`src/sv/elep_pkg.sv`:
```
`timescale 1ns / 1ps
// types, constants and saturating q16.16 arithmetic for the eigen projection core
// no dependencies

package elep_pkg;

	typedef logic signed [31:0] fx_t;

	typedef struct packed {
		logic f;
		fx_t  v;
	} res_t;

	localparam fx_t FX_ONE  = 32'sd65536;
	localparam fx_t FX_HALF = 32'sd32768;
	localparam fx_t FX_TWO  = 32'sd131072;

	localparam logic [17:0] GAMMA_RST = 18'd91750;

	localparam int DIV_W     = 48;
	localparam int DIV_STEPS = 4;
	localparam int DIV_STG   = DIV_W / DIV_STEPS;
	localparam int DIV_LAT   = DIV_STG + 2;

	localparam int SQ_W     = 24;
	localparam int SQ_STEPS = 4;
	localparam int SQ_STG   = SQ_W / SQ_STEPS;
	localparam int SQ_LAT   = SQ_STG + 2;

	typedef struct packed {
		logic flt;
		fx_t rho; fx_t mx; fx_t my; fx_t mz; fx_t en;
		fx_t q1; fx_t q2; fx_t q3; fx_t q4; fx_t q5; fx_t g;
		fx_t u1; fx_t u2; fx_t u3;
		fx_t sq1; fx_t sq2; fx_t sq3; fx_t hr; fx_t gm1;
		fx_t mu2q3; fx_t mu3q4; fx_t mu2q1; fx_t mu3q1;
		fx_t umag2; fx_t t5; fx_t w3; fx_t w4;
		fx_t kin; fx_t s; fx_t uh; fx_t ek; fx_t press; fx_t gp; fx_t ep;
		fx_t h; fx_t ab; fx_t c;
		fx_t th; fx_t hmu; fx_t uc; fx_t cmu; fx_t cpu; fx_t hu1; fx_t cs;
		fx_t uhh; fx_t huh; fx_t mu1q2;
		fx_t d2; fx_t a1; fx_t a5; fx_t mb1; fx_t mb5; fx_t n2a;
		fx_t d1; fx_t b1; fx_t b5; fx_t aq1; fx_t aq5; fx_t n2b;
		fx_t bq1; fx_t bq5; fx_t n2c;
		fx_t n1x; fx_t n5x; fx_t n2d;
		fx_t n1; fx_t n5; fx_t n2e; fx_t n2f;
	} ctx_t;

	function automatic res_t fsat(input logic signed [63:0] v);
		res_t r;
		if (v > 64'sd2147483647) begin
			r.f = 1'b1;
			r.v = 32'sh7fffffff;
		end else if (v < -64'sd2147483648) begin
			r.f = 1'b1;
			r.v = 32'sh80000000;
		end else begin
			r.f = 1'b0;
			r.v = fx_t'(v[31:0]);
		end
		return r;
	endfunction

	function automatic res_t fadd(input fx_t a, input fx_t b);
		return fsat(64'(a) + 64'(b));
	endfunction

	function automatic res_t fsub(input fx_t a, input fx_t b);
		return fsat(64'(a) - 64'(b));
	endfunction

	function automatic res_t fmul(input fx_t a, input fx_t b);
		logic signed [63:0] p;
		p = 64'(a) * 64'(b) + 64'sd32768;
		return fsat(p >>> 16);
	endfunction

	function automatic res_t fabsq(input fx_t a);
		logic signed [63:0] v;
		v = 64'(a);
		return fsat(a < 0 ? -v : v);
	endfunction

endpackage

```
`src/sv/elep_sqrt.sv`:
```
`timescale 1ns / 1ps
// pipelined q16.16 square root, digit by digit, zero for non-positive input
// depends on elep_pkg

module elep_sqrt (
	input  logic          clk,
	input  elep_pkg::fx_t x,
	output elep_pkg::fx_t root
);
	import elep_pkg::*;

	typedef struct packed {
		logic [SQ_W+1:0]   rem;
		logic [SQ_W-1:0]   rt;
		logic [2*SQ_W-1:0] n;
	} sst_t;

	function automatic sst_t sq_step(input sst_t s);
		sst_t r;
		logic [SQ_W+3:0] t;
		logic [SQ_W+3:0] tr;
		r = s;
		for (int i = 0; i < SQ_STEPS; i++) begin
			t = {r.rem, r.n[2*SQ_W-1:2*SQ_W-2]};
			tr = {2'b00, r.rt, 2'b01};
			r.n = {r.n[2*SQ_W-3:0], 2'b00};
			if (t >= tr) begin
				t = t - tr;
				r.rt = {r.rt[SQ_W-2:0], 1'b1};
			end else begin
				r.rt = {r.rt[SQ_W-2:0], 1'b0};
			end
			r.rem = t[SQ_W+1:0];
		end
		return r;
	endfunction

	sst_t pipe_s [SQ_STG+1];
	sst_t entry;
	fx_t  root_s;

	always_comb begin
		entry.rem = '0;
		entry.rt  = '0;
		entry.n   = (x <= 0) ? '0 : {1'b0, x[30:0], 16'b0};
	end

	always_ff @(posedge clk) begin
		pipe_s[0] <= entry;
		for (int k = 0; k < SQ_STG; k++) begin
			pipe_s[k+1] <= sq_step(pipe_s[k]);
		end
		root_s <= fx_t'({8'b0, pipe_s[SQ_STG].rt});
	end

	assign root = root_s;

endmodule
```
`config.mk`:
```
export PLATFORM = sky130hd
export DESIGN_NAME = elep_sqrt
export DESIGN_NICKNAME = d
export VERILOG_FILES = /design/src/sv/elep_pkg.sv /design/src/sv/elep_sqrt.sv
export SDC_FILE = /design/constraint.sdc
export NUM_CORES = 1
export LEC_CHECK = 0
export ABC_AREA = 0
export BUFFER_PORTS_ARGS = -buffer_cell sky130_fd_sc_hd__buf_2
export CAP_MARGIN = 0
export CORE_MARGIN = 3
export CORE_UTILIZATION = 38
export CTS_CLUSTER_DIAMETER = 40
export DETAILED_ROUTE_END_ITERATION = 6
export GPL_ROUTABILITY_DRIVEN = 0
export PLACE_DENSITY = 0.53
export SLEW_MARGIN = 20
export SYNTH_ARGS = -nofsm -noshare
export SYNTH_HDL_FRONTEND = slang
export SYNTH_SLANG_ARGS = --single-unit
export TNS_END_PERCENT = 20
```
`constraint.sdc`:
```
create_clock -name clk -period 38 [get_ports clk]
set_input_delay 3.8 -clock clk [delete_from_list [all_inputs] [get_ports clk]]
set_output_delay 3.8 -clock clk [all_outputs]
set_load 0.005 [all_outputs]
```
## Word-level counts from Yosys, hierarchy flattened

Memory sizes are Yosys's and may differ from the RTL's. A register that Yosys moved wholly into a read port is not among the register bits.
Cells that the tools add are included.

- Register bits: 0
- Memory bits (writable): 686
- Output and inout port bits: 32
- Logic and storage cells: 99
- Memories: 1

- $add $sub $neg: 24
- $lt $le $gt $ge: 25
- Mux-type cells: 49

Memory list:

| memory | words | bits a word | read ports | clocked after Yosys merged registers in | write ports | line | source |
|---|---|---|---|---|---|---|---|
| pipe_s | 7 | 98 | 7 | 1 | 7 | elep_sqrt.sv:38 | `sst_t pipe_s [SQ_STG+1];` |

Operators with widths:

| cell | number |
|---|---|
| $ge A28 B26 Y1 | 24 |
| $mux W26 | 24 |
| $sub A26 B26 Y26 | 24 |
| $mux W47 | 1 |
| $le A32 B1 Y1 const B | 1 |
| $mux W1 | 24 |

## Depth between registers and ports, before layout

Gate-level depths: netlist of run 1.
An unclocked memory read counts as a cell.

- Word-level depth: 9
- Depth in mapped cells: 67

## Worst setup path after synthesis of run 1

Ideal clock, no wire load.

- Kind: register -> register
- From: memory pipe_s[4][62] in the netlist's numbering
- To: memory pipe_s[5][75] in the netlist's numbering
- Arrival time: 12,804 ps
- Slack: 25,081 ps
- Stages on the path, launching flop included: 66
- Cells stage by stage: dfxtp_1 -> inv_1 -> ha_1 -> nand2_1 -> or2_1 -> or3_1 -> o221a_2 -> nand3_1 -> or2_2 -> clkbuf_1 -> buf_1 -> clkbuf_1 -> nand2_1 -> nand2_1 -> ha_1 -> a21o_1 -> a21oi_1 -> o21bai_1 -> [... 30 more ...] -> o21bai_1 -> a21oi_1 -> o21bai_1 -> a21oi_1 -> o21bai_1 -> a21oi_1 -> o21ai_0 -> a211oi_1 -> nor2_1 -> o31a_1 -> o311a_1 -> or3_1 -> nor3_1 -> and3_1 -> clkbuf_1 -> clkbuf_1 -> nand2_1 -> o21a_1

RTL lines:

| what | line |
|---|---|
| start, declared | elep_sqrt.sv:38 |

==> flow_summary.toml, run 1 <==
[outcome]
outcome = "completed"

[layout]
ff_latch_area_um2 = 6330
drive_above_1_share_pct = 7.98
layout.core_utilization_pct = 42.6
area_delta_synth_final_pct = 10.4
fillers = 7945
nNetsFinal = 4208
multiInputGateArea_um2 = 21800

[global_route]
grt_remaining_overflow = 0
first_global_vias = 25900
grt_start_max_net_pins = 38
all_layer_global_routing_usage_pct = 21.3
initial_antenna_violation_count = 6
wire_length_of_the_first_global_routing_pass_um = 141000

[synthesis]
synth_top_cells_by_area = "sky130_fd_sc_hd__dfxtp_1, sky130_fd_sc_hd__ha_1, sky130_fd_sc_hd__xnor2_1, sky130_fd_sc_hd__a21oi_1, sky130_fd_sc_hd__nor2_1"
synth_cell_types = 106
post_synth_most_frequent_cells = "sky130_fd_sc_hd__nor2_1, sky130_fd_sc_hd__a21oi_1, sky130_fd_sc_hd__nand2_1"
synthCells = 3848
seq_area_frac_synth_pct = 21.5
async_flop_share_pct = 0
postSynthAreaPerCell_um2 = 7.66
yosysMostFrequentCell = "sky130_fd_sc_hd__nor2_1"
synth_flop_cell = "sky130_fd_sc_hd__dfxtp_1"
synth_top_area_share_pct = 21.5
yosysTopAreaCell = "sky130_fd_sc_hd__dfxtp_1"
syn_area_um2 = 29500
synth_edf_count = 0
number_of_flip_flops_and_latches_in_the_synthesized_netlist = 316
synthesis.yosys.warnings = 0

[clock_tree]
cts_root_buf = "sky130_fd_sc_hd__clkbuf_16"
cts.repair.resized = 0
clock_latency_on_the_worst_skew_pair_ns = 0.61
tritoncts = "built"
post_cts.repair.setup_buffers = 0
clock_h_tree_levels = 2
cts_hold_buffers = 0
clk_pin_slew_ns = 0.06
clkSinkCount = 316
number_of_buffers_created_by_cts = 51
cts_max_path_buffers = 3

[setup_path]
critPathMaxFanout = 34
crit_slowest_cell = "sky130_fd_sc_hd__a2111oi_0"
required_ns = 38.49
timing.critical_path.to_type = "flip-flop"
worstSetupStartpointType = "flip-flop"
worst-setup-path-type = "reg -> reg"
critPathMaxStageDelay_ns = 0.91
wp_data_arrival_ns = 16.32

[floorplan]
top_level_ports = 65
die_width_um = 284
num_rows = 101
initial_standard_cell_utilization_of_the_core_pct = 38.6
floorplan.die_area_um2 = 80900
die_y_um = 284
core-area_um2 = 76300

[route]
viasPerCell = 5.57
drtAntennaViolNets = 0
via_count = 27500
drc_errors = 0
drt_pass1_iterations = 5
dr.first_iter.drc_count = 1716
wl_um = 89100
route.detailed.wl_per_inst_um = 18.0

[sta]
report.final.slew_viol_count = 0
final_period_minus_worst_setup_slack_ns = 15.83
max_clock_freq_mhz = 63.2
setup_ws_ns = 22.17
timing_worst_slew_pin_value_ns = 1.14
totalNegativeSetupSlack_ns = 0
final-setup-viol-count = 0
finalHoldViolations = 0
relSlewSlack_pct = 23.9
timing.clock.skew_ns = 0.0243
grt_setup_unrepaired = "no"
layout_worst_path_cycle_share_pct = 41.7
hold_slack_ns = 0.321

[place]
post-place-ws_ns = 22.45
hpwl_um = 72600
port_buffers = 56

[power_and_ir_drop]
power_leakage_uw = 0.0143
ir_drop_mv = 0.0340
power.density_nw_per_um2 = 82.7
finalPower_uw = 2690

[flow_run]
maxCapViolCount = 0

[worst_hold_path]
hold_class = "reg -> reg"
## cells by family after synthesis
group	synth area share, %
flops	21.5
fa+ha+maj	13.0
buf+inv	4.52
mux	3.43
simple gates	23.1
other cells	0.0127
xor+xnor	10.4
compound gates	24.1
## registers in the layout, summed over array words and instances (netlist names)
| name | cells |
|---|---|
| root | 24 |
| pipe_s | 292 |
## metrics by stage
stage / instance area, µm² / instances
after floorplan: 29500 / 3855
after detailed placement: 30700 / 4847
after CTS: 32500 / 4941
final: 32500 / 4942
after global placement: 30700 / 4847
after global routing: 32500 / 4941
## worst max-delay path: cells and delay by family, from the launching register on
| family | cells | cell delay, ns |
|---|---|---|
| muxes | 1 | 0.32 |
| DFF | 1 | 0.32 |
| AOI/OAI and AO/OA | 24 | 6.13 |
| and+or+nand+nor | 19 | 4.74 |
| buffers and inverters | 8 | 2.34 |
| adders and majority gates | 6 | 1.78 |
## layout by cell type (no fill, tap or decap), types with 54 or more instances in the layout
master                     Yosys  final
sky130_fd_sc_hd__nor2_1      358    358
sky130_fd_sc_hd__a21oi_1     347    347
sky130_fd_sc_hd__nand2_1     320    320
sky130_fd_sc_hd__dfxtp_1     316    316
sky130_fd_sc_hd__ha_1        302    302
sky130_fd_sc_hd__xnor2_1     235    235
sky130_fd_sc_hd__inv_1       213    213
sky130_fd_sc_hd__o21ai_0     185    185
sky130_fd_sc_hd__nor3_1      123    123
sky130_fd_sc_hd__xor2_1      115    115
sky130_fd_sc_hd__a21o_1      114    114
sky130_fd_sc_hd__nand3_1      76     76
sky130_fd_sc_hd__and2_1       68     68
sky130_fd_sc_hd__mux2_2       63     63
sky130_fd_sc_hd__o21a_1       58     58
sky130_fd_sc_hd__nand4_1      58     58
sky130_fd_sc_hd__buf_2        15     56
sky130_fd_sc_hd__nand2b_1     54     54
## layer usage
metal / share of wire, % / global-route usage, % / up-vias
met2: 45 / 34.9 / 640
met5: 0 / 0 / -
met3: 5.1 / 2.91 / 140
li1: - / - / 14000
met1: 47 / 29.1 / 12700
met4: 2.9 / 6.61 / 0
## path summary, 6_finish.rpt
path                      endpoint  depth (start not counted)  slack [ns]                      from
max          pipe_s[5][88]$_DFF_P_                         58       22.17     pipe_s[4][62]$_DFF_P_
min          pipe_s[1][38]$_DFF_P_                          0        0.32  pipe_s[0][30]$_SDFF_PP0_
max reg2reg  pipe_s[5][88]$_DFF_P_                         58       22.17     pipe_s[4][62]$_DFF_P_
min reg2reg  pipe_s[1][38]$_DFF_P_                          0        0.32  pipe_s[0][30]$_SDFF_PP0_
## final cells by class
cell class                      instances  share of cell area, %
Multi-Input combinational cell       3202                   67.1
Sequential cell                       316                   19.4
Clock buffer                           57                   4.08
Tap cell                             1030                   3.96
Inverter                              222                   2.56
Clock inverter                         37                   1.46
Timing Repair Buffer                   77                   1.35
Antenna cell                            1                0.00769
## power by group
group	leakage (µW)	internal (µW)	switching [µW]
clock network	0.000875	300	181
registers	0.00262	407	71.5
logic	0.0108	688	1040
total	0.0143	1390	1300
Power figures use the tool's default switching activity.
==> run 2: changes to the inputs <==
- PLACE_DENSITY: 0.53 -> 0.55
- clock period: 38 -> 14.23 ns (I/O delays scaled with it)
==> run 2 against run 1 <==
  * Sequential share of layout area is 0.23 points lower
  * Sequential power rose to 2.7 times the previous value
  * Critical endpoint is now pipe_s[5][93]$_DFF_P_
  * Clock-buffer cell count up 2
  * Die area is the same
  * Power rose to 2.7 times the previous value
  * Highest routed layer unchanged
  * Hold slack improved by 0.0016 ns
  * Critical path type unchanged
==> flow_summary.toml, run 2 (synthesis results as in run 1) <==
[setup_path]
critPathMaxStageDelay_ns = 0.47
worstSetupStartpointType = "flip-flop"
wp_data_arrival_ns = 13.55
crit_top_cell = "sky130_fd_sc_hd__a21oi_1"
worst-setup-path-type = "reg -> reg"
timing.critical_path.to_type = "flip-flop"
required_ns = 14.72
critPathMaxFanout = 33
crit_slowest_cell = "sky130_fd_sc_hd__or4_1"

[layout]
finalNonFillerCells = 4969
area_delta_synth_final_pct = 11.7
num_antenna_cells = 0
nNetsFinal = 4227
largest_register_ffs = 292
drive_above_1_share_pct = 8.78
layout_common_cells = "sky130_fd_sc_hd__nor2_1, sky130_fd_sc_hd__a21oi_1, sky130_fd_sc_hd__nand2_1"
registers.top_by_ff_count = "pipe_s"
fillers = 7855
layout_commonest_cell = "sky130_fd_sc_hd__nor2_1"

[power_and_ir_drop]
clock_power_share_pct = 19.5
ir_drop_mv = 0.115
total_switching_power_uw = 3500
power_leakage_uw = 0.0145
power.density_nw_per_um2 = 221
share_of_power_burned_in_registers_pct = 17.6
p_int_uw = 3780
switching_share_pct = 48.1
power.share.combinational_pct = 62.9

[clock_tree]
clock_latency_on_the_worst_skew_pair_ns = 0.62
number_of_buffers_created_by_cts = 58
clkSinkCount = 316
cts_hold_buffers = 0
clock_h_tree_levels = 2
cts_root_buf = "sky130_fd_sc_hd__clkbuf_16"
clk_pin_slew_ns = 0.06
post_cts.repair.setup_buffers = 0
tritoncts = "built"
cts_max_path_buffers = 3

[floorplan]
floorplan.die_area_um2 = 80900
num_rows = 101
initial_standard_cell_utilization_of_the_core_pct = 38.6
die_y_um = 284
die_width_um = 284
top_level_ports = 65
core-area_um2 = 76300

[place]
hpwl_um = 71400
post-place-ws_ns = 0.805
port_buffers = 56
dpl.cell_count = 4859

[outcome]
outcome = "completed"

[route]
viasPerCell = 5.55
via_count = 27600
drtAntennaViolNets = 0
drt_pass1_iterations = 5
dr.first_iter.drc_count = 2053
drc_errors = 0
wl_um = 87500
route.detailed.wl_per_inst_um = 17.6

[sta]
grt_setup_unrepaired = "no"
final-setup-viol-count = 0
totalNegativeSetupSlack_ns = 0
relSlewSlack_pct = 33.9
finalHoldViolations = 0
max_clock_freq_mhz = 76.6
timing_worst_slew_pin_value_ns = 0.983
final_period_minus_worst_setup_slack_ns = 13.05
hold_slack_ns = 0.323
report.final.slew_viol_count = 0
layout_worst_path_cycle_share_pct = 91.7
timing.clock.skew_ns = 0.0214
setup_ws_ns = 1.18

[flow_run]
maxCapViolCount = 0

[global_route]
wire_length_of_the_first_global_routing_pass_um = 140000
grt_start_max_net_pins = 37
grt_remaining_overflow = 0
all_layer_global_routing_usage_pct = 21.0
initial_antenna_violation_count = 2
first_global_vias = 25800

[worst_hold_path]
hold_class = "reg -> reg"
==> run 2: through the flow <==
stage,area (µm²),util [%],power (µW)
floorplan,29500,-,4780
global placement,30800,40.4,5810
detailed placement,30800,40.4,5810
CTS,32900,43.1,7280
global route,32900,43.1,7910
finish,32900,43.1,7290
==> run 2: critical path: cells and delay by family, from the launching register on <==
family | cells | cell delay [ns]
AOI/OAI and AO/OA | 24 | 5.14
xor gates and xnor gates | 1 | 0.15
adders and majority gates | 5 | 1.48
buffers and inverters | 8 | 1.45
DFF | 1 | 0.41
and+or+nand+nor | 21 | 4.30
==> run 2: layout make-up <==
type                    count  area (µm²)  area share (%)
repair buffers             89         528            1.60
multi-input cells        3202       21900            66.4
clock buffers              59        1480            4.48
well taps                1030        1290            3.91
inverters                 222         837            2.54
flip-flops and latches    316        6330            19.2
clock inverters            51         613            1.86
==> run 2: power by group through the flow <==
stage	sequential [µW]	clock, µW	combinational, µW
floorplan	1190	0	3590
global placement	1300	0	4510
detailed placement	1300	0	4510
CTS	1280	1460	4540
global route	1300	1500	5100
finish	1280	1420	4580
==> run 2: what timing repair did <==
item | CTS | global route
setup endpoints to repair | 0 | 5
endpoints found under the hold margin | 0 | 0
gates resized for setup | 0 | 6
==> run 2: worst paths after layout <==
kind | start | endpoint | slack [ns] | depth (start not counted)
setup / recovery | pipe_s[4][62]$_DFF_P_ | pipe_s[5][93]$_DFF_P_ | 1.18 | 59
hold / removal | pipe_s[0][29]$_SDFF_PP0_ | pipe_s[1][37]$_DFF_P_ | 0.32 | 0
setup reg to reg | pipe_s[4][62]$_DFF_P_ | pipe_s[5][93]$_DFF_P_ | 1.18 | 59
hold reg to reg | pipe_s[0][29]$_SDFF_PP0_ | pipe_s[1][37]$_DFF_P_ | 0.32 | 0
==> run 2: metal layers <==
metal / global-route usage (%) / share of wire (%)
met1: 30.0 / 49
met2: 33.8 / 44
met3: 2.39 / 4.9
met4: 4.64 / 1.8
met5: 0 / 0
